===== config.mk =====
export PLATFORM = sky130hd
export DESIGN_NAME = lgc_proj
export DESIGN_NICKNAME = d
export VERILOG_FILES = /design/src/rtl/core/linear_gradient_color_defines.svh /design/src/rtl/core/lgc_pkg.sv /design/src/rtl/core/lgc_proj.sv
export SDC_FILE = /design/constraint.sdc
export NUM_CORES = 2
export LEC_CHECK = 0
export BUFFER_PORTS_ARGS = -buffer_cell sky130_fd_sc_hd__clkbuf_2
export CAP_MARGIN = 10
export CORE_MARGIN = 2
export CORE_UTILIZATION = 55
export CTS_BUF_LIST = sky130_fd_sc_hd__clkbuf_2
export CTS_CLUSTER_SIZE = 12
export DETAILED_ROUTE_END_ITERATION = 10
export PLACE_DENSITY = 0.72
export SLEW_MARGIN = 20
export SYNTH_ARGS = -nofsm -noshare
export SYNTH_HDL_FRONTEND = slang
export SYNTH_SLANG_ARGS = --single-unit

===== constraint.sdc =====
create_clock -name clk_i -period 18.71 [get_ports clk_i]
set_clock_uncertainty 0.1 [all_clocks]
set_input_delay 2.8065 -clock clk_i [delete_from_list [all_inputs] [get_ports clk_i]]
set_output_delay 2.8065 -clock clk_i [all_outputs]
set_load 0.02 [all_outputs]

===== src/rtl/core/linear_gradient_color_defines.svh =====
// Assertion macros for the linear gradient color top module.
`ifndef LINEAR_GRADIENT_COLOR_DEFINES_SVH
`define LINEAR_GRADIENT_COLOR_DEFINES_SVH

// Same-cycle implication, clocked on clk_i, off during reset.
`define LGC_ASSERT_NOW(lbl, ante, cons, msg) \
  lbl: assert property (@(posedge clk_i) disable iff (!rst_ni) (ante) |-> (cons)) \
    else $error(msg);

// Next-cycle implication, clocked on clk_i, off during reset.
`define LGC_ASSERT_NEXT(lbl, ante, cons, msg) \
  lbl: assert property (@(posedge clk_i) disable iff (!rst_ni) (ante) |=> (cons)) \
    else $error(msg);

`endif


===== src/rtl/core/lgc_pkg.sv =====
// Types and constants of the linear gradient color block.
package lgc_pkg;

  localparam int unsigned COORD_W    = 16;
  localparam int unsigned DIFF_W     = COORD_W + 1;
  localparam int unsigned PROD_W     = 2 * DIFF_W;
  localparam int unsigned LEN_W      = PROD_W;
  localparam int unsigned DOT_W      = PROD_W + 1;
  localparam int unsigned CHAN_W     = 8;
  localparam int unsigned RGBA_W     = 4 * CHAN_W;
  localparam int unsigned CFG_DATA_W = RGBA_W;
  localparam int unsigned CFG_IDX_W  = 3;

  typedef enum logic [CFG_IDX_W-1:0] {
    CFG_START_X    = 3'd0,
    CFG_START_Y    = 3'd1,
    CFG_STOP_X     = 3'd2,
    CFG_STOP_Y     = 3'd3,
    CFG_START_RGBA = 3'd4,
    CFG_STOP_RGBA  = 3'd5
  } lgc_cfg_idx_e;

  typedef struct packed {
    logic signed [COORD_W-1:0] pos_x;
    logic signed [COORD_W-1:0] pos_y;
  } lgc_in_t;

  typedef struct packed {
    logic [CHAN_W-1:0] red;
    logic [CHAN_W-1:0] green;
    logic [CHAN_W-1:0] blue;
    logic [CHAN_W-1:0] alpha;
  } lgc_out_t;

  typedef struct packed {
    logic signed [COORD_W-1:0] start_x;
    logic signed [COORD_W-1:0] start_y;
    logic signed [COORD_W-1:0] stop_x;
    logic signed [COORD_W-1:0] stop_y;
    logic [RGBA_W-1:0]         start_rgba;
    logic [RGBA_W-1:0]         stop_rgba;
  } lgc_cfg_t;

  // Divider state carried from stage to stage
  typedef struct packed {
    logic [LEN_W-1:0] rem;
    logic [LEN_W-1:0] len2;
    logic             t_zero;
    logic             t_one;
  } lgc_div_t;

endpackage


===== src/rtl/core/lgc_proj.sv =====
// Projection front end: differences, products, dot product and squared length.
module lgc_proj
  import lgc_pkg::*;
(
  input  logic     clk_i,
  input  logic     rst_ni,
  input  lgc_cfg_t cfg_i,
  input  logic     vld_i,
  output logic     rdy_o,
  input  lgc_in_t  item_i,
  output logic     vld_o,
  input  logic     rdy_i,
  output lgc_div_t div_o
);

  logic vld_a_q, vld_b_q, vld_c_q;
  logic rdy_a, rdy_b, rdy_c;

  logic signed [DIFF_W-1:0] vx_d, vy_d, ax_d, ay_d;
  logic signed [DIFF_W-1:0] vx_q, vy_q, ax_q, ay_q;
  logic signed [PROD_W-1:0] p_d [4];
  logic signed [PROD_W-1:0] p_q [4];
  logic signed [DOT_W-1:0]  dot;
  logic [LEN_W-1:0]         len2;
  lgc_div_t                 div_d, div_q;

  assign rdy_c = !vld_c_q || rdy_i;
  assign rdy_b = !vld_b_q || rdy_c;
  assign rdy_a = !vld_a_q || rdy_b;
  assign rdy_o = rdy_a;

  // stage A: vectors relative to the start point
  assign vx_d = $signed({item_i.pos_x[COORD_W-1], item_i.pos_x})
              - $signed({cfg_i.start_x[COORD_W-1], cfg_i.start_x});
  assign vy_d = $signed({item_i.pos_y[COORD_W-1], item_i.pos_y})
              - $signed({cfg_i.start_y[COORD_W-1], cfg_i.start_y});
  assign ax_d = $signed({cfg_i.stop_x[COORD_W-1], cfg_i.stop_x})
              - $signed({cfg_i.start_x[COORD_W-1], cfg_i.start_x});
  assign ay_d = $signed({cfg_i.stop_y[COORD_W-1], cfg_i.stop_y})
              - $signed({cfg_i.start_y[COORD_W-1], cfg_i.start_y});

  // stage B: four 17x17 products
  always_comb begin
    p_d[0] = ax_q * vx_q;
    p_d[1] = ay_q * vy_q;
    p_d[2] = ax_q * ax_q;
    p_d[3] = ay_q * ay_q;
  end

  // stage C: sums and clamp classification
  assign dot  = $signed({p_q[0][PROD_W-1], p_q[0]}) + $signed({p_q[1][PROD_W-1], p_q[1]});
  assign len2 = p_q[2][LEN_W-1:0] + p_q[3][LEN_W-1:0];

  always_comb begin
    div_d.len2   = len2;
    div_d.t_zero = (len2 == '0) || dot[DOT_W-1] || (dot == '0);
    div_d.t_one  = !div_d.t_zero && (dot >= $signed({1'b0, len2}));
    div_d.rem    = (div_d.t_zero || div_d.t_one) ? '0 : dot[LEN_W-1:0];
  end

  always_ff @(posedge clk_i or negedge rst_ni) begin
    if (!rst_ni) begin
      vld_a_q <= 1'b0;
      vld_b_q <= 1'b0;
      vld_c_q <= 1'b0;
    end else begin
      if (rdy_a) vld_a_q <= vld_i;
      if (rdy_b) vld_b_q <= vld_a_q;
      if (rdy_c) vld_c_q <= vld_b_q;
    end
  end

  always_ff @(posedge clk_i) begin
    if (rdy_a && vld_i) begin
      vx_q <= vx_d;
      vy_q <= vy_d;
      ax_q <= ax_d;
      ay_q <= ay_d;
    end
    if (rdy_b && vld_a_q) begin
      p_q <= p_d;
    end
    if (rdy_c && vld_b_q) begin
      div_q <= div_d;
    end
  end

  assign vld_o = vld_c_q;
  assign div_o = div_q;

endmodule


After elaboration in Yosys (flattened, before gate mapping) --
Cells that the tools add are included.
Storage, ports and cells: register bits 277, logic and storage cells 42, input port bits 164
Cells by class: multiply operators 4, reductions and logical operators 16, $add $sub $neg 6, order comparisons 1
Operators with widths (count):
- $mul 17x17->34 | 4
- $sub 16x16->17 | 4
- $add 34x34->35 | 1
- $ge 35x35->1 | 1
- $logic_not 35->1 | 1
- $add 34x34->34 | 1
- $logic_not 34->1 | 1
- $logic_or 1x1->1 | 6
- $logic_and 1x1->1 | 4
- $logic_not 1->1 | 4

Longest topological paths before layout --
word-level depth 7, mapped depth 27

Worst setup path before layout --
No wires, ideal clock.
kind reg-to-reg, start register ay_q[5], end register p_q[26] (netlist bit) (data pin), period minus slack after synthesis 6795 ps, buffers on the path 2, required time 18452 ps, arrival time 6537 ps, cell stages (with the launch flop) 23, path slack 11915 ps, setup time 158 ps, path through edfxtp_1 > clkbuf_1 > buf_1 > nand2_1 > fa_1 > fa_1 > fa_1 > inv_1 > fa_1 > fa_1 > inv_1 > fa_1 > inv_1 > ha_1 > a21o_1 > a21oi_1 > nor3b_1 > nand3b_1 > and3_1 > o211a_1 > o41ai_1 > or4b_2 > o211ai_1
RTL lines:
- from (decl) | RTL line lgc_proj.sv:20 | logic signed [DIFF_W-1:0] vx_q, vy_q, ax_q, ay_q;
- from (signal assigned) | RTL line lgc_proj.sv:78 | ay_q <= ay_d;
- to (signal assigned) | RTL line lgc_proj.sv:81 | p_q <= p_d;
- to (decl) | RTL line lgc_proj.sv:22 | logic signed [PROD_W-1:0] p_q [4];

==> flow_summary.json <==
{
  "outcome": "finished clean",
  "ys_top_cells_by_area": "fa_1 (40%), edfxtp_1 (14%), ha_1 (11%)",
  "die_h_um": 325.8,
  "ant_nets": 0,
  "fin_crit_sh_pct": 40.68,
  "hold_ws_ps": 415.5,
  "yosys.area_share.simple_pct": 13.16,
  "fin_nets": 7792,
  "post_synth_mux_area_share_pct": 0.1428,
  "cts.sink_count": 275,
  "die_area_mm2": 0.1061,
  "grt_overflow": 0,
  "initial_core_util_pct": 55.26,
  "yosysWarningCount": 0,
  "drt_wl_total_mm": 123.5,
  "grt_use_met1_pct": 34.58,
  "yosysSeqAreaShare_pct": 14.47,
  "critPathLaunchType": "flop",
  "drtIter0Drc": 2312,
  "cp_data_arrival_time_ps": 8510,
  "clkTransAtPathRegs_ps": 110,
  "min_path_type": "flop to flop",
  "viasPerCell": 5.345,
  "yosysTopAreaCell": "fa_1",
  "dpl.cell_count": 7278,
  "grt_pass1_wl_mm": 210.3,
  "antenna_found_initial": 2,
  "final-instance-count-excl-fill": 7410,
  "ys.flop_type": "edfxtp_1",
  "ios": 236,
  "drv_slew": 0,
  "fin_crit_ps": 7612,
  "ys_ff_latch": 275,
  "synth_common_cells": "inv_1 (1402), fa_1 (1129), nand2_1 (539), ha_1 (519), and2_1 (393)",
  "postCtsSetupBuffers": 0,
  "ff2ff_setup_slack_ps": 11100,
  "vias": 39610,
  "path_max_fanout": 30,
  "synth_edf_count": 272,
  "grt_util_met3_pct": 4.165,
  "fmax_mhz": 131.4,
  "n_fill_cell": 8977,
  "synthCells": 5863,
  "synth_fp_nets": 7675,
  "areaGrowthSynthToFinish_pct": 5.251,
  "finalSetupViolations": 0,
  "maxCapViolCount": 0,
  "synth_cell_type_count": 85,
  "grt_most_used_layer": "met2",
  "syn_area_per_cell_um2": 9.714,
  "grt_max_degree": 77,
  "synthArstFlopShare_pct": 1.091,
  "placementRows": 118,
  "crit_type": "flop to flop",
  "core_mm2": 0.1031,
  "port-buffer-count": 171,
  "die_w_um": 325.8,
  "fin_ws_ps": 11100,
  "cts_tree": "done",
  "yosysMostFrequentCell": "inv_1",
  "cts_root_buf": "clkbuf_2",
  "synth_xor_area_share_pct": 3.768,
  "cts_buffer_depth": 3,
  "synth_top_family_by_area": "adder cells",
  "synth-compound-area-share_pct": 6.894,
  "grt_usage_pct": 24.72,
  "cp-end-kind": "flop",
  "final_hold_viol_count": 0,
  "fin_tns_setup_ps": 0,
  "synth_fa_ha_area_share_pct": 51.09,
  "rsz0062_at_grt": "false",
  "post-place-ws_ps": 11170,
  "max-slew-margin-rel_pct": 16.65,
  "first_pass_iters": 5,
  "cts_resized": 0,
  "worstMarginPinSlew_ps": 1237,
  "worstSkewPairLatency_ps": 1250,
  "synth_top_area_share_pct": 39.69,
  "hpwl_mm": 98.73,
  "wl_per_cell_um": 16.66,
  "drive_gt1_share_pct": 6.486,
  "holdBufCountCts": 0,
  "grt_pass1_vias": 42171,
  "place_congestion": 0.9227,
  "syn_area_mm2": 0.05695,
  "met2_usage_pct": 39.91,
  "h-tree-depth": 3,
  "worstPathRequired_ps": 19610,
  "numCtsBuffers": 79,
  "drc": 0
}
[layout by cell type (no fill, tap or decap), types with 53 or more instances in the layout]
cell type,n
a21o_1,86
fa_1,1129
clkbuf_2,266
a21oi_1,156
nor3_1,61
inv_1,1402
nor2b_1,60
xnor2_1,186
edfxtp_1,272
nor2_1,229
xor2_1,59
ha_1,519
nand3_1,53
o21ai_0,116
and2_1,390
nand2_1,539
[routing by layer]
layer / vias up / share of wire (%) / wire (um)
li1: 18308 / - / -
met1: 20030 / 44 / 53720
met2: 1102 / 47 / 57820
met3: 168 / 6.7 / 8287
met4: 2 / 3.0 / 3650
met5: - / 0.011 / 13
[final timing paths]
path | startpoint | endpoint | depth (start not counted)
max | ay_q[11]$_DFFE_PP_ | p_q[26]$_DFFE_PP_ | 23
min | vld_a_q$_DFFE_PN0N_ | vld_b_q$_DFFE_PN0P_ | 1
max reg2reg | ay_q[11]$_DFFE_PP_ | p_q[26]$_DFFE_PP_ | 23
min reg2reg | vld_a_q$_DFFE_PN0N_ | vld_b_q$_DFFE_PN0P_ | 1
max in group asynchronous | rst_ni | vld_o$_DFFE_PN0P_ | 1
min in group asynchronous | rst_ni | vld_a_q$_DFFE_PN0N_ | 1
[registers in the layout, indices dropped and copies added, names as in the netlist]
register and flops:
vld_o 1, vld_b_q 1, vx_q 17, vy_q 17, p_q 134, ay_q 17, vld_a_q 1, ax_q 17
div_o 70
[metrics by stage]
| stage | area [um^2] | util, % |
|---|---|---|
| after floorplan | 56950 | - |
| after global placement | 59150 | 57.40 |
| after detailed placement | 59150 | 57.40 |
| after CTS | 59920 | 58.14 |
| after global routing | 59940 | 58.16 |
| final | 59940 | 58.17 |
[logic make-up after synthesis]
kind of cell    count (synthesis)
compound gates                595
xor+xnor                      245
fa+ha+maj                    1648
buf+inv                      1578
flops                         275
mux                             8
simple gates                 1514
[worst max-delay path, cell delays in order, from the launching register on]
cell and delay [ps]:
edfxtp_1 330, buf_4 390, inv_1 320, nor2_1 250
fa_1 440, inv_1 90, fa_1 410, fa_1 540
inv_1 60, fa_1 500, fa_1 490, inv_1 50
fa_1 470, inv_1 40, ha_1 320, a21o_1 190
a21oi_1 240, nor3b_1 230, nand3b_1 170, and3_1 240
o211a_1 250, o41ai_1 560, or4b_2 630, o211ai_1 120
[final cells by class]
type                       count  area (um^2)  share of cell area (%)
clock buffer                  95        475.5                  0.7932
antenna                        2        5.005                0.008350
multi-input combinational   4010        42770                   71.35
inverter                    1404         5270                   8.792
tap                         1380         1727                   2.881
sequential                   275         8243                   13.75
clock inverter                34        289.0                  0.4822
timing repair buffer         210         1161                   1.937
Power is left out: the tool's default activity adds up to more than one toggle a clock period on the data nets, which glitch-free logic cannot reach.
