===== src/rtl/core/linear_gradient_color_defines.svh =====
// Assertion macros for the linear gradient color top module.
`ifndef LINEAR_GRADIENT_COLOR_DEFINES_SVH
`define LINEAR_GRADIENT_COLOR_DEFINES_SVH

// Same-cycle implication, clocked on clk_i, off during reset.
`define LGC_ASSERT_NOW(lbl, ante, cons, msg) \
  lbl: assert property (@(posedge clk_i) disable iff (!rst_ni) (ante) |-> (cons)) \
    else $error(msg);

// Next-cycle implication, clocked on clk_i, off during reset.
`define LGC_ASSERT_NEXT(lbl, ante, cons, msg) \
  lbl: assert property (@(posedge clk_i) disable iff (!rst_ni) (ante) |=> (cons)) \
    else $error(msg);

`endif


===== src/rtl/core/lgc_pkg.sv =====
// Types and constants of the linear gradient color block.
package lgc_pkg;

  localparam int unsigned COORD_W    = 16;
  localparam int unsigned DIFF_W     = COORD_W + 1;
  localparam int unsigned PROD_W     = 2 * DIFF_W;
  localparam int unsigned LEN_W      = PROD_W;
  localparam int unsigned DOT_W      = PROD_W + 1;
  localparam int unsigned CHAN_W     = 8;
  localparam int unsigned RGBA_W     = 4 * CHAN_W;
  localparam int unsigned CFG_DATA_W = RGBA_W;
  localparam int unsigned CFG_IDX_W  = 3;

  typedef enum logic [CFG_IDX_W-1:0] {
    CFG_START_X    = 3'd0,
    CFG_START_Y    = 3'd1,
    CFG_STOP_X     = 3'd2,
    CFG_STOP_Y     = 3'd3,
    CFG_START_RGBA = 3'd4,
    CFG_STOP_RGBA  = 3'd5
  } lgc_cfg_idx_e;

  typedef struct packed {
    logic signed [COORD_W-1:0] pos_x;
    logic signed [COORD_W-1:0] pos_y;
  } lgc_in_t;

  typedef struct packed {
    logic [CHAN_W-1:0] red;
    logic [CHAN_W-1:0] green;
    logic [CHAN_W-1:0] blue;
    logic [CHAN_W-1:0] alpha;
  } lgc_out_t;

  typedef struct packed {
    logic signed [COORD_W-1:0] start_x;
    logic signed [COORD_W-1:0] start_y;
    logic signed [COORD_W-1:0] stop_x;
    logic signed [COORD_W-1:0] stop_y;
    logic [RGBA_W-1:0]         start_rgba;
    logic [RGBA_W-1:0]         stop_rgba;
  } lgc_cfg_t;

  // Divider state carried from stage to stage
  typedef struct packed {
    logic [LEN_W-1:0] rem;
    logic [LEN_W-1:0] len2;
    logic             t_zero;
    logic             t_one;
  } lgc_div_t;

endpackage


===== src/rtl/core/lgc_div_step.sv =====
// One restoring division step: one quotient bit per stage.
module lgc_div_step
  import lgc_pkg::*;
#(
  parameter int unsigned FRAC_BITS = 16
) (
  input  logic                 clk_i,
  input  logic                 rst_ni,
  input  logic                 vld_i,
  output logic                 rdy_o,
  input  lgc_div_t             div_i,
  input  logic [FRAC_BITS-1:0] q_i,
  output logic                 vld_o,
  input  logic                 rdy_i,
  output lgc_div_t             div_o,
  output logic [FRAC_BITS-1:0] q_o
);

  logic                 vld_q;
  logic [LEN_W:0]       rem2, diff;
  logic                 ge;
  lgc_div_t             div_d, div_q;
  logic [FRAC_BITS-1:0] q_d, q_q;

  assign rdy_o = !vld_q || rdy_i;

  // remainder stays below len2, so the difference fits LEN_W bits
  assign rem2 = {div_i.rem, 1'b0};
  assign diff = rem2 - {1'b0, div_i.len2};
  assign ge   = rem2 >= {1'b0, div_i.len2};

  always_comb begin
    div_d     = div_i;
    div_d.rem = ge ? diff[LEN_W-1:0] : rem2[LEN_W-1:0];
    q_d       = {q_i[FRAC_BITS-2:0], ge};
  end

  always_ff @(posedge clk_i or negedge rst_ni) begin
    if (!rst_ni) begin
      vld_q <= 1'b0;
    end else if (rdy_o) begin
      vld_q <= vld_i;
    end
  end

  always_ff @(posedge clk_i) begin
    if (rdy_o && vld_i) begin
      div_q <= div_d;
      q_q   <= q_d;
    end
  end

  assign vld_o = vld_q;
  assign div_o = div_q;
  assign q_o   = q_q;

endmodule


===== config.mk =====
export PLATFORM = sky130hd
export DESIGN_NAME = lgc_div_step
export DESIGN_NICKNAME = d
export VERILOG_FILES = /design/src/rtl/core/linear_gradient_color_defines.svh /design/src/rtl/core/lgc_pkg.sv /design/src/rtl/core/lgc_div_step.sv
export SDC_FILE = /design/constraint.sdc
export NUM_CORES = 1
export LEC_CHECK = 0
export BUFFER_PORTS_ARGS = -buffer_cell sky130_fd_sc_hd__buf_4
export CORE_MARGIN = 1.5
export CORE_UTILIZATION = 55
export DETAILED_ROUTE_END_ITERATION = 7
export GPL_ROUTABILITY_DRIVEN = 0
export HOLD_SLACK_MARGIN = 0.12
export PLACE_DENSITY = 0.95
export SLEW_MARGIN = 25
export SYNTH_ARGS = -nofsm -noshare
export SYNTH_HDL_FRONTEND = slang
export SYNTH_SLANG_ARGS = --single-unit

===== constraint.sdc =====
create_clock -name clk_i -period 9 [get_ports clk_i]
set_clock_uncertainty 0.05 [all_clocks]
set_input_delay 0.45 -clock clk_i [delete_from_list [all_inputs] [get_ports clk_i]]
set_output_delay 0.45 -clock clk_i [all_outputs]
set_load 0.01 [all_outputs]

## Word level (Yosys, flattened, before mapping)

Cells that the tools add are included.
W data, S select, Z words.

- Word-level logic and storage cells: 13
- Input port bits: 90
- Output and inout bits: 88
- Flip-flop bits (word level): 87

- Multiplexer cells: 1
- $lt $le $gt $ge: 1
- Add/subtract/negate cells: 1
- Reduce and logical (&&, ||, !) cells: 3

Operators by type and width:

| operator | number |
|---|---|
| $ge A35 B34 Y1 | 1 |
| $mux W34 | 1 |
| $sub A34 B34 Y34 | 1 |
| $logic_and A1 B1 Y1 | 1 |
| $logic_not A1 Y1 | 1 |
| $logic_or A1 B1 Y1 | 1 |

## Logic depth before layout (Yosys ltp)

- Word-level depth: 3
- Depth in mapped cells: 14

## Least setup slack after synthesis

OpenSTA, ideal clock, no wires.

- Kind: input to register
- Start point: in div_i[2] (netlist bit)
- End point: reg div_q, in the netlist div_o[68], data pin
- Stages: 10
- Path slack: 5.743 ns
- Data arrival time: 2.947 ns
- Setup time: 0.260 ns
- Required time: 8.690 ns
- Path through: inv_1 > fa_1 > a21o_1 > a221oi_4 > a211oi_2 > a311o_2 > a21oi_1 > nor3_1 > or3b_1 > mux2_4

RTL lines:

| item | RTL line | text |
|---|---|---|
| from (decl) | lgc_div_step.sv:11 | `input lgc_div_t div_i,` |
| to (signal assigned) | lgc_div_step.sv:48 | `div_q <= div_d;` |
| to (decl) | lgc_div_step.sv:22 | `lgc_div_t div_d, div_q;` |

==> results.txt <==
For the depth of the CTS H-tree, the log shows 3. The synthesized netlist occupies a cell area of 5110 µm². The die covers 9880 µm².

Setup repair after global routing left no endpoint under its margin. The biggest area contributor in the post-synthesis netlist is sky130_fd_sc_hd__edfxtp_1. The tools report the library cell used as clock root buffer as sky130_fd_sc_hd__clkbuf_8.

The slew of the pin with the lowest slew margin came out at 0.724 ns. The post-cts resize count came out at 0. The highest metal layer carrying signal wires in the routed design is met4.

In this run the power spent charging and discharging nets is 322 µW. Based on the critical path, the design can be clocked at up to 0.282 GHz. The later pin in the worst-skew pair is clocked with a latency of 0.36 ns. In this run the register-to-register setup slack is 7.19 ns. The final antenna diode count was 0; the share of cells above drive strength 1 was 0.404.

Wire segments on met3 add up to 1250 µm in the final route. The register bit total from synthesis is 87, and the wire length per cell after detailed routing is 19.4 µm. Yosys attributes the largest share of cell area to sky130_fd_sc_hd__edfxtp_1 51%, sky130_fd_sc_hd__ha_1 8.3%, sky130_fd_sc_hd__mux2_2 4.4%. For the number of design-rule violations left by the first detailed-router iteration, the log shows 247. The cell row count is 34.

The logs give 0 for the number of nets still failing antenna checks after routing and 0.197 ns for the post-route worst hold slack. The cell leakage power came out at 0.00296 µW. Data on the critical path is required at its endpoint by 9.06 ns. The switching fraction of total power is 0.294, and the internal power contribution is 772 µW. The category of the most critical setup path was in2reg. The synthesized netlist contains 68 unique library cells. Among all flip-flop cells after synthesis, the most frequent one is sky130_fd_sc_hd__edfxtp_1. For this design, the sink count on the clock tree is 87.

The logs give 5 for the number of detailed-route iterations in the first pass and 0 for the residual overflow from global routing. Entering global routing, the biggest net connects 87 pins. After clock tree synthesis, the clock-pin slew on the worst setup and hold paths is 0.11 ns. The maximum resistive drop on vdd is 0.0812 mV.

The part of the cycle the worst path needs was 0.395; the relative contribution of sequential cells to total power was 0.455. The top cell types in the final layout, fill and taps aside, are 176 x sky130_fd_sc_hd__buf_4, 86 x sky130_fd_sc_hd__edfxtp_1, 40 x sky130_fd_sc_hd__inv_1, 34 x sky130_fd_sc_hd__ha_1, 32 x sky130_fd_sc_hd__a21oi_1. The x dimension of the die came out at 99.4 µm. The fraction of the yosys area taken by sequential cells is 0.510, and the number of antenna violations at the first check in global routing is 0. For the setup violation total in the final timing report, the log shows 0. The most frequent standard cell in the layout excluding fill and tap cells is sky130_fd_sc_hd__buf_4.

The total clock buffers created by CTS was 9; the initial core utilization was 0.578. The length of routed met2 wiring is 7020 µm, and the first-pass GRT wire length is 21000 µm. Subtracting the final worst setup slack from the clock period gives 3.55 ns.

The clock group share of total power was 0.262. The ratio of total power to cell area works out to 163 nW/µm². The layout overhead on the synthesized area is 31.5%. The final hold violation count was 0; the via count of the first global-routing pass was 4312.

The run finished with clean final reports. Using the TritonRoute via totals, the vias-per-cell ratio works out to 5.99. For the summed negative setup slack over all endpoints, the log shows 0 ns. STA classifies the critical path endpoint as a flop.

The mean post-synth cell area was 12.1 µm²; the wire length reported by the detailed router was 13800 µm. Total routing usage reported by global routing: 0.273. The tools report the utilization after layout as 0.759. Synthesis produced a netlist with a net count of 546. Share of async-settable or async-resettable flops after synthesis: 0.0115. The via count came out at 4255.

The worst hold path belongs to the class in2reg. The top fanout value on the critical path was 29; the number of synthesized flops with an enable pin was 86. In the final routing, the length of wire on met1 measures 5000 µm.

The core area came out at 8850 µm². After the last flow step, the layout net total stands at 722. The number of placed I/O pins is 178, and the maximum clock insertion buffer count is 2. The worst relative slew slack came out at 0.516. The tools report the max-cap violation count as 0. The total DRC errors in the routed layout was 0; the count of mapped cells out of synthesis was 421. The tools report the combinational share of power as 0.283. During synthesis, Yosys emitted a total of 0 warnings. In this run the vertical extent of the chip is 99.4 µm.

STA classifies the critical path startpoint as a primary input. The number of port buffers is 176. TritonCTS built the clock tree. Summed over all nets, the half-perimeter wirelength after detailed placement is 10200 µm.

The fraction of synthesized cell area taken by the top area cell type was 0.505. The count of fill cells added during filler insertion was 547; the max-slew violation total from the final report was 0. Data arrives at the worst endpoint at 3.62 ns.
==> registers in the layout, summed over array words and instances (netlist names) <==
register and flops:
q_o 16, vld_o 1, div_o 70
==> critical path, stage by stage <==
cell,delay [ns]
sky130_fd_sc_hd__buf_4,0.09
sky130_fd_sc_hd__inv_1,0.04
sky130_fd_sc_hd__ha_1,0.38
sky130_fd_sc_hd__nand4_1,0.18
sky130_fd_sc_hd__a21oi_1,0.16
sky130_fd_sc_hd__a21boi_1,0.36
sky130_fd_sc_hd__a21oi_2,0.15
sky130_fd_sc_hd__o21ba_2,0.29
sky130_fd_sc_hd__o22a_2,0.30
sky130_fd_sc_hd__o21a_4,0.24
sky130_fd_sc_hd__inv_2,0.52
sky130_fd_sc_hd__mux2_2,0.43
==> layout make-up <==
class                   instances  area, µm²  area share
clock buffers                  10        128      0.0190
flip-flops and latches         87       2610       0.388
well taps                     108        135      0.0201
repair buffers                178       1350       0.201
multi-input cells             280       2270       0.338
inverters                      41        154      0.0229
clock inverters                 6       70.1      0.0104
==> synthesized netlist by cell type, types with 3 or more instances <==
| cell | n |
|---|---|
| sky130_fd_sc_hd__nand2b_1 | 6 |
| sky130_fd_sc_hd__inv_1 | 40 |
| sky130_fd_sc_hd__o31ai_1 | 3 |
| sky130_fd_sc_hd__mux2_2 | 20 |
| sky130_fd_sc_hd__clkbuf_1 | 9 |
| sky130_fd_sc_hd__o211ai_1 | 5 |
| sky130_fd_sc_hd__o21a_1 | 3 |
| sky130_fd_sc_hd__a21oi_1 | 32 |
| sky130_fd_sc_hd__o221ai_1 | 3 |
| sky130_fd_sc_hd__nand2_1 | 15 |
| sky130_fd_sc_hd__xor2_1 | 12 |
| sky130_fd_sc_hd__ha_1 | 34 |
| sky130_fd_sc_hd__o21ai_0 | 20 |
| sky130_fd_sc_hd__nand3_1 | 3 |
| sky130_fd_sc_hd__nor2_1 | 12 |
| sky130_fd_sc_hd__and2_1 | 4 |
| sky130_fd_sc_hd__xnor2_1 | 15 |
| sky130_fd_sc_hd__nor3_1 | 8 |
| sky130_fd_sc_hd__mux2_4 | 9 |
| sky130_fd_sc_hd__nand4_1 | 10 |
| sky130_fd_sc_hd__edfxtp_1 | 86 |
| sky130_fd_sc_hd__a21o_1 | 17 |
| sky130_fd_sc_hd__o21bai_1 | 4 |
==> per-stage QoR <==
step | area (µm²) | setup WS [ns] | instances | total power (µW)
final | 6720 | 5.45 | 710 | 1090
after global routing | 6720 | 5.33 | 710 | 1130
after CTS | 6700 | 5.45 | 709 | 1080
after detailed placement | 6490 | 5.10 | 692 | 807
after global placement | 6490 | 5.20 | 692 | 792
after floorplan | 5110 | 5.74 | 421 | 693
==> what timing repair did <==
action,CTS,global route
hold endpoints to repair,1,0
buffers inserted,0,0
hold buffers,1,0
==> final timing paths <==
check	from	endpoint	depth (start not counted)
min reg2reg	vld_o	vld_o	2
max	div_i[11]	div_o[38]	12
min	q_i[3]	q_o[4]	1
max reg2reg	vld_o	div_o[18]	3
max in group asynchronous	rst_ni	vld_o	2
min in group asynchronous	rst_ni	vld_o	2
==> routing by layer <==
layer  global-route usage  vias up
met1                0.307     1983
met3               0.0661       58
met5                    0        -
met4                0.111        0
li1                     -     1929
met2                0.496      285
==> power groups by stage <==
| stage | clock [µW] | combinational (µW) | sequential [µW] |
|---|---|---|---|
| final | 286 | 310 | 498 |
| after global routing | 299 | 332 | 500 |
| after CTS | 281 | 304 | 498 |
| after detailed placement | 0 | 300 | 507 |
| after global placement | 0 | 286 | 506 |
| after floorplan | 0 | 169 | 523 |
==> kinds of logic after synthesis <==
kind of cell / after synthesis / synth area share
xor+xnor: 27 / 0.0463
flops: 87 / 0.510
fa+ha+maj: 35 / 0.0871
compound gates: 110 / 0.153
simple gates: 78 / 0.0859
buf+inv: 54 / 0.0453
mux: 30 / 0.0725
No activity file was read; power rests on OpenSTA's default activity.
