==> src/rtl/core/linear_gradient_color_defines.svh <==
// Assertion macros for the linear gradient color top module.
`ifndef LINEAR_GRADIENT_COLOR_DEFINES_SVH
`define LINEAR_GRADIENT_COLOR_DEFINES_SVH

// Same-cycle implication, clocked on clk_i, off during reset.
`define LGC_ASSERT_NOW(lbl, ante, cons, msg) \
  lbl: assert property (@(posedge clk_i) disable iff (!rst_ni) (ante) |-> (cons)) \
    else $error(msg);

// Next-cycle implication, clocked on clk_i, off during reset.
`define LGC_ASSERT_NEXT(lbl, ante, cons, msg) \
  lbl: assert property (@(posedge clk_i) disable iff (!rst_ni) (ante) |=> (cons)) \
    else $error(msg);

`endif

==> src/rtl/core/lgc_pkg.sv <==
// Types and constants of the linear gradient color block.
package lgc_pkg;

  localparam int unsigned COORD_W    = 16;
  localparam int unsigned DIFF_W     = COORD_W + 1;
  localparam int unsigned PROD_W     = 2 * DIFF_W;
  localparam int unsigned LEN_W      = PROD_W;
  localparam int unsigned DOT_W      = PROD_W + 1;
  localparam int unsigned CHAN_W     = 8;
  localparam int unsigned RGBA_W     = 4 * CHAN_W;
  localparam int unsigned CFG_DATA_W = RGBA_W;
  localparam int unsigned CFG_IDX_W  = 3;

  typedef enum logic [CFG_IDX_W-1:0] {
    CFG_START_X    = 3'd0,
    CFG_START_Y    = 3'd1,
    CFG_STOP_X     = 3'd2,
    CFG_STOP_Y     = 3'd3,
    CFG_START_RGBA = 3'd4,
    CFG_STOP_RGBA  = 3'd5
  } lgc_cfg_idx_e;

  typedef struct packed {
    logic signed [COORD_W-1:0] pos_x;
    logic signed [COORD_W-1:0] pos_y;
  } lgc_in_t;

  typedef struct packed {
    logic [CHAN_W-1:0] red;
    logic [CHAN_W-1:0] green;
    logic [CHAN_W-1:0] blue;
    logic [CHAN_W-1:0] alpha;
  } lgc_out_t;

  typedef struct packed {
    logic signed [COORD_W-1:0] start_x;
    logic signed [COORD_W-1:0] start_y;
    logic signed [COORD_W-1:0] stop_x;
    logic signed [COORD_W-1:0] stop_y;
    logic [RGBA_W-1:0]         start_rgba;
    logic [RGBA_W-1:0]         stop_rgba;
  } lgc_cfg_t;

  // Divider state carried from stage to stage
  typedef struct packed {
    logic [LEN_W-1:0] rem;
    logic [LEN_W-1:0] len2;
    logic             t_zero;
    logic             t_one;
  } lgc_div_t;

endpackage

==> src/rtl/core/lgc_blend.sv <==
// Per-channel color blend: weighted products, then rounded sum.
module lgc_blend
  import lgc_pkg::*;
#(
  parameter int unsigned FRAC_BITS = 16
) (
  input  logic               clk_i,
  input  logic               rst_ni,
  input  logic               vld_i,
  output logic               rdy_o,
  input  logic [FRAC_BITS:0] t_i,
  input  logic [RGBA_W-1:0]  start_rgba_i,
  input  logic [RGBA_W-1:0]  stop_rgba_i,
  output logic               vld_o,
  input  logic               rdy_i,
  output lgc_out_t           item_o
);

  localparam int unsigned T_W = FRAC_BITS + 1;
  localparam int unsigned P_W = FRAC_BITS + CHAN_W + 1;
  localparam logic [T_W-1:0] ONE  = T_W'(1) << FRAC_BITS;
  localparam logic [P_W-1:0] HALF = P_W'(1) << (FRAC_BITS - 1);

  logic              vld_a_q, vld_b_q;
  logic              rdy_a, rdy_b;
  logic [T_W-1:0]    t_inv;
  logic [P_W-1:0]    pa_d [4];
  logic [P_W-1:0]    pb_d [4];
  logic [P_W-1:0]    pa_q [4];
  logic [P_W-1:0]    pb_q [4];
  logic [P_W-1:0]    acc  [4];
  logic [CHAN_W-1:0] ch_d [4];
  lgc_out_t          out_q;

  assign rdy_b = !vld_b_q || rdy_i;
  assign rdy_a = !vld_a_q || rdy_b;
  assign rdy_o = rdy_a;

  assign t_inv = ONE - t_i;

  // channel 0 is red in the top byte
  always_comb begin
    for (int k = 0; k < 4; k++) begin
      pa_d[k] = P_W'(start_rgba_i[RGBA_W-1-CHAN_W*k -: CHAN_W]) * P_W'(t_inv);
      pb_d[k] = P_W'(stop_rgba_i[RGBA_W-1-CHAN_W*k -: CHAN_W]) * P_W'(t_i);
    end
  end

  always_comb begin
    for (int k = 0; k < 4; k++) begin
      acc[k]  = pa_q[k] + pb_q[k] + HALF;
      ch_d[k] = acc[k][FRAC_BITS +: CHAN_W];
    end
  end

  always_ff @(posedge clk_i or negedge rst_ni) begin
    if (!rst_ni) begin
      vld_a_q <= 1'b0;
      vld_b_q <= 1'b0;
    end else begin
      if (rdy_a) vld_a_q <= vld_i;
      if (rdy_b) vld_b_q <= vld_a_q;
    end
  end

  always_ff @(posedge clk_i) begin
    if (rdy_a && vld_i) begin
      pa_q <= pa_d;
      pb_q <= pb_d;
    end
    if (rdy_b && vld_a_q) begin
      out_q.red   <= ch_d[0];
      out_q.green <= ch_d[1];
      out_q.blue  <= ch_d[2];
      out_q.alpha <= ch_d[3];
    end
  end

  assign vld_o  = vld_b_q;
  assign item_o = out_q;

endmodule
==> config.mk <==
export PLATFORM = sky130hd
export DESIGN_NAME = lgc_blend
export DESIGN_NICKNAME = d
export VERILOG_FILES = /design/src/rtl/core/linear_gradient_color_defines.svh /design/src/rtl/core/lgc_pkg.sv /design/src/rtl/core/lgc_blend.sv
export SDC_FILE = /design/constraint.sdc
export NUM_CORES = 2
export LEC_CHECK = 0
export BUFFER_PORTS_ARGS = -buffer_cell sky130_fd_sc_hd__buf_4
export CORE_ASPECT_RATIO = 0.8
export CORE_MARGIN = 3
export CORE_UTILIZATION = 39
export CTS_BUF_LIST = sky130_fd_sc_hd__clkbuf_8
export CTS_CLUSTER_DIAMETER = 40
export DETAILED_ROUTE_END_ITERATION = 16
export SYNTH_ARGS = -nofsm -noshare
export SYNTH_HDL_FRONTEND = slang
export SYNTH_SLANG_ARGS = --single-unit
==> constraint.sdc <==
create_clock -name clk_i -period 16 [get_ports clk_i]
set_input_delay 2.4 -clock clk_i [delete_from_list [all_inputs] [get_ports clk_i]]
set_output_delay 2.4 -clock clk_i [all_outputs]
set_load 0.01 [all_outputs]
# After elaboration in Yosys (flattened, before gate mapping)
# Index checks and enable logic that the tools add are counted.
[classes] add_sub_neg=9 n_mul=8 n_reduce_logical=6
[op_table] cell="multiplier 8 x 17 -> 24 bit" n=8
[op_table] cell="adder 24 x 16 -> 24 bit (second input constant)" n=4
[op_table] cell="adder 24 bit" n=4
[op_table] cell="subtractor 17 bit (first input constant)" n=1
[op_table] cell="logical AND 1 bit" n=2
[op_table] cell="logical NOT 1 bit" n=2
[op_table] cell="logical OR 1 bit" n=2
[word_totals] regBits=226 inputBits=85 out_inout_bits=34 wordCells=37

# Logic depth before layout (Yosys ltp)
[depth] ltp_word=4 mapped_depth=26 depth_no_buf=23

# Least setup slack after synthesis
# OpenSTA, ideal clock, no wires.
[synth_path] path_type="input port to flip-flop" startpoint="input port t_i[0]" endpoint="register pa_q[23] (netlist name) (data pin)" setup_ps=266 arrival_ps=8620 t_required_ps=15734 path_slack_ps=7114 path_stages=25 path_buffers=3 path_cell_list="clkbuf_1 clkbuf_1 inv_1 ha_1 or3b_4 or4_4 or4_1 xor2_1 clkbuf_1 and2_1 fa_1 fa_1 fa_1 inv_1 fa_1 inv_1 ha_1 nand2_1 nand2_1 a21oi_1 inv_1 o31a_1 o41ai_1 mux2i_1 nand4_1"
[synth_rtl] element="start, declared" line_no="lgc_blend.sv:11" source="input logic [FRAC_BITS:0] t_i,"
[synth_rtl] element="end signal, assigned" line_no="lgc_blend.sv:68" source="pa_q <= pa_d;"
[synth_rtl] element="end, declared" line_no="lgc_blend.sv:29" source="logic [P_W-1:0] pa_q [4];"

==> impl_metrics.sql <==
INSERT INTO impl_metrics (metric_group, metric, value, unit) VALUES
('clock_network', 'root_buffer', 'sky130_fd_sc_hd__clkbuf_8', ''),
('logic_synthesis', 'synth_area_leaders', 'sky130_fd_sc_hd__fa_1 33%, sky130_fd_sc_hd__edfxtp_1 16%, sky130_fd_sc_hd__ha_1 15%', ''),
('timing', 'slew-limit-headroom', '30.08', '%'),
('die', 'start_util', '39.58', '%'),
('worst_setup_path', 'setup.worst_path.class', 'input port to flop', ''),
('timing', 'fin_setup_tns', '0', 'ns'),
('logic_synthesis', 'synthesis.area_per_instance', '9.680', 'um2'),
('finish', 'finish.net_count', '5784', ''),
('finish', 'register_area', '6777', 'um2'),
('detailed_routing', 'route.detailed.drc', '0', ''),
('pwr', 'ir_drop', '0.1195', 'mV'),
('timing', 'whs', '0.4855', 'ns'),
('placed_design', 'preCtsSetupSlack', '6.302', 'ns'),
('logic_synthesis', 'synth_top_flop_cell', 'sky130_fd_sc_hd__edfxtp_1', ''),
('logic_synthesis', 'fraction_of_the_mapped_netlist_area_in_simple_logic_gates', '17.68', '%'),
('detailed_routing', 'avg_wl_per_cell', '18.23', 'um'),
('finish', 'most_common_cell_after_layout_fill_and_taps_aside', 'sky130_fd_sc_hd__inv_1', ''),
('global_route', 'grt_use_total', '19.55', '%'),
('logic_synthesis', 'postSynthRegisterBits', '226', ''),
('worst_setup_path', 'cp-end-kind', 'flop', ''),
('pwr', 'finalPower', '7880', 'uW'),
('finish', 'mostFrequentLayoutCells', '739 x sky130_fd_sc_hd__inv_1, 712 x sky130_fd_sc_hd__fa_1, 687 x sky130_fd_sc_hd__and2_1', ''),
('worst_setup_path', 'critPathMaxFanout', '36', ''),
('clock_network', 'htree_num_levels', '2', ''),
('worst_setup_path', 'cp_slowest_stage_delay', '0.52', 'ns'),
('timing', 'rsz0062_at_grt', 'false', ''),
('logic_synthesis', 'syn_inst', '4464', ''),
('job', 'max-cap-violations', '0', ''),
('global_route', 'grt_max_degree', '72', ''),
('clock_network', 'worst_setup_hold_path_clk_slew', '0.06', 'ns'),
('clock_network', 'insertion_delay', '0.67', 'ns'),
('logic_synthesis', 'synth-warning-count', '0', ''),
('die', 'row_count', '108', ''),
('global_route', 'antenna_found_initial', '8', ''),
('finish', 'layout-drive-gt1-share', '5.872', '%'),
('finish', 'n_fill_cell', '10517', ''),
('clock_network', 'cts.sink_count', '226', ''),
('outcome', 'outcome', 'finished clean', ''),
('logic_synthesis', 'synth_compound_area_share', '6.205', '%'),
('placed_design', 'place_hpwl', '82.54', 'mm'),
('die', 'core_area', '109200', 'um2'),
('logic_synthesis', 'syn-num-nets', '5778', ''),
('finish', 'multi_input_comb_area', '33030', 'um2'),
('global_route', 'vias_in_the_first_global_route', '32382', ''),
('placed_design', 'gpl.final_weighted_congestion', '0.8443', ''),
('die', 'floorplan.io_pins', '119', ''),
('pwr', 'cellPowerDensity', '169.0', 'nW/um2'),
('timing', 'finalClockSkew', '0.04021', 'ns'),
('detailed_routing', 'first_iter_violations', '1551', ''),
('logic_synthesis', 'synth_area_leader', 'sky130_fd_sc_hd__fa_1', ''),
('clock_network', 'post_cts.repair.setup_buffers', '0', ''),
('global_route', 'grt_overflow_total', '0', ''),
('die', 'die_y', '303.7', 'um'),
('logic_synthesis', 'synthAdderAreaFrac', '47.95', '%'),
('detailed_routing', 'post_drt_via_cell_ratio', '5.074', ''),
('logic_synthesis', 'total_standard_cell_area_after_synthesis', '43210', 'um2'),
('detailed_routing', 'route.final.wire_length', '108.5', 'mm'),
('detailed_routing', 'firstDrtPassIters', '5', ''),
('detailed_routing', 'vias_post_dr', '30193', ''),
('logic_synthesis', 'synth_mux_area_share', '0.02316', '%'),
('worst_setup_path', 'slowest_stage', 'sky130_fd_sc_hd__or4_4', ''),
('clock_network', 'cts_tree', 'done', ''),
('clock_network', 'max-clock-path-buffers', '3', ''),
('timing', 'setup_viol', '0', ''),
('worst_setup_path', 'crit_start', 't_i[0]', ''),
('die', 'design.die.area', '114900', 'um2'),
('pwr', 'power.leakage', '0.02204', 'uW'),
('timing', 'timing_hold_violations_final', '0', ''),
('logic_synthesis', 'synth-edff-count', '224', ''),
('logic_synthesis', 'yosys.area.top_type_share', '32.98', '%'),
('worst_setup_path', 'crit_arrival', '9.45', 'ns');
synth_stat cells, types with 4 or more instances:
| library cell | count |
|---|---|
| sky130_fd_sc_hd__inv_1 | 735 |
| sky130_fd_sc_hd__fa_1 | 712 |
| sky130_fd_sc_hd__and2_1 | 689 |
| sky130_fd_sc_hd__ha_1 | 517 |
| sky130_fd_sc_hd__nand2_1 | 445 |
| sky130_fd_sc_hd__edfxtp_1 | 224 |
| sky130_fd_sc_hd__clkbuf_1 | 184 |
| sky130_fd_sc_hd__xnor2_1 | 166 |
| sky130_fd_sc_hd__a21oi_1 | 136 |
| sky130_fd_sc_hd__nor2_1 | 113 |
| sky130_fd_sc_hd__o21ai_0 | 82 |
| sky130_fd_sc_hd__a21o_1 | 47 |
| sky130_fd_sc_hd__xor2_1 | 42 |
| sky130_fd_sc_hd__o21a_1 | 37 |
| sky130_fd_sc_hd__and3_1 | 36 |
| sky130_fd_sc_hd__nor3_1 | 34 |
| sky130_fd_sc_hd__nand3_1 | 30 |
| sky130_fd_sc_hd__nand2b_1 | 26 |
| sky130_fd_sc_hd__nor2b_1 | 22 |
| sky130_fd_sc_hd__o21bai_1 | 14 |
| sky130_fd_sc_hd__a211oi_1 | 12 |
| sky130_fd_sc_hd__o211ai_1 | 11 |
| sky130_fd_sc_hd__or3_1 | 11 |
| sky130_fd_sc_hd__a31oi_1 | 9 |
| sky130_fd_sc_hd__nand4_1 | 9 |
| sky130_fd_sc_hd__o41ai_1 | 8 |
| sky130_fd_sc_hd__buf_1 | 7 |
| sky130_fd_sc_hd__o31a_1 | 7 |
| sky130_fd_sc_hd__or2_2 | 7 |
| sky130_fd_sc_hd__nor4_1 | 6 |
| sky130_fd_sc_hd__or4_1 | 6 |
| sky130_fd_sc_hd__a311oi_1 | 5 |
| sky130_fd_sc_hd__o2111ai_1 | 5 |
| sky130_fd_sc_hd__a2111oi_0 | 4 |
| sky130_fd_sc_hd__a41o_1 | 4 |
| sky130_fd_sc_hd__o311ai_0 | 4 |
registers in the layout (all words and copies together) (netlist names):
| signal | count |
|---|---|
| pb_q | 96 |
| vld_o | 1 |
| item_o | 32 |
| vld_a_q | 1 |
| pa_q | 96 |
kinds of logic after synthesis:
family	Yosys count
muxes	1
xor gates and xnor gates	210
buffers and inverters	931
DFF	226
adders and majority gates	1229
and+or+nand+nor	1449
AOI/OAI and AO/OA	418
worst max-delay path, delay by kind of cell:
family / cells / cell delay (ns)
muxes: 1 / 0.24
buffers and inverters: 7 / 1.23
and+or+nand+nor: 7 / 1.86
xor gates and xnor gates: 1 / 0.14
AOI/OAI and AO/OA: 3 / 1.06
adders and majority gates: 6 / 2.47
layer usage:
layer	track usage, %	wire [um]
met3	2.555	4803
met5	0	13
met2	31.63	49970
met1	27.93	51210
met4	4.478	2498
metrics by stage:
stage / util [%] / cells / instance area, um2
2_1_floorplan: - / 4464 / 43210
3_3_place_gp: 41.64 / 5846 / 45470
3_5_place_dp: 41.64 / 5846 / 45470
4_1_cts: 42.68 / 5943 / 46590
5_1_grt: 42.68 / 5946 / 46600
6_report: 42.69 / 5951 / 46610
power breakdown:
part           internal, uW  switching, uW  total, uW
sequential             1260            149       1410
clock                   411            321        732
combinational          2520           3220       5740
cell type report:
class	instances	area share (%)
multi-input cells	3307	70.86
flip-flops and latches	226	14.54
inverters	735	5.919
well taps	1430	3.838
repair buffers	148	2.384
clock buffers	52	1.535
clock inverters	45	0.8858
diodes	8	0.04295
worst paths after layout:
| check | end | slack (ns) | cells past startpoint |
|---|---|---|---|
| hold reg to reg | vld_o | 0.49 | 1 |
| setup / recovery | pa_q[23] | 6.94 | 25 |
| setup reg to reg | item_o[23] | 12.31 | 11 |
| hold / removal | vld_o | 0.49 | 1 |
| min in group asynchronous | vld_o | 1.51 | 1 |
| max in group asynchronous | vld_a_q | 14.40 | 1 |
Power figures use the tool's default switching activity.
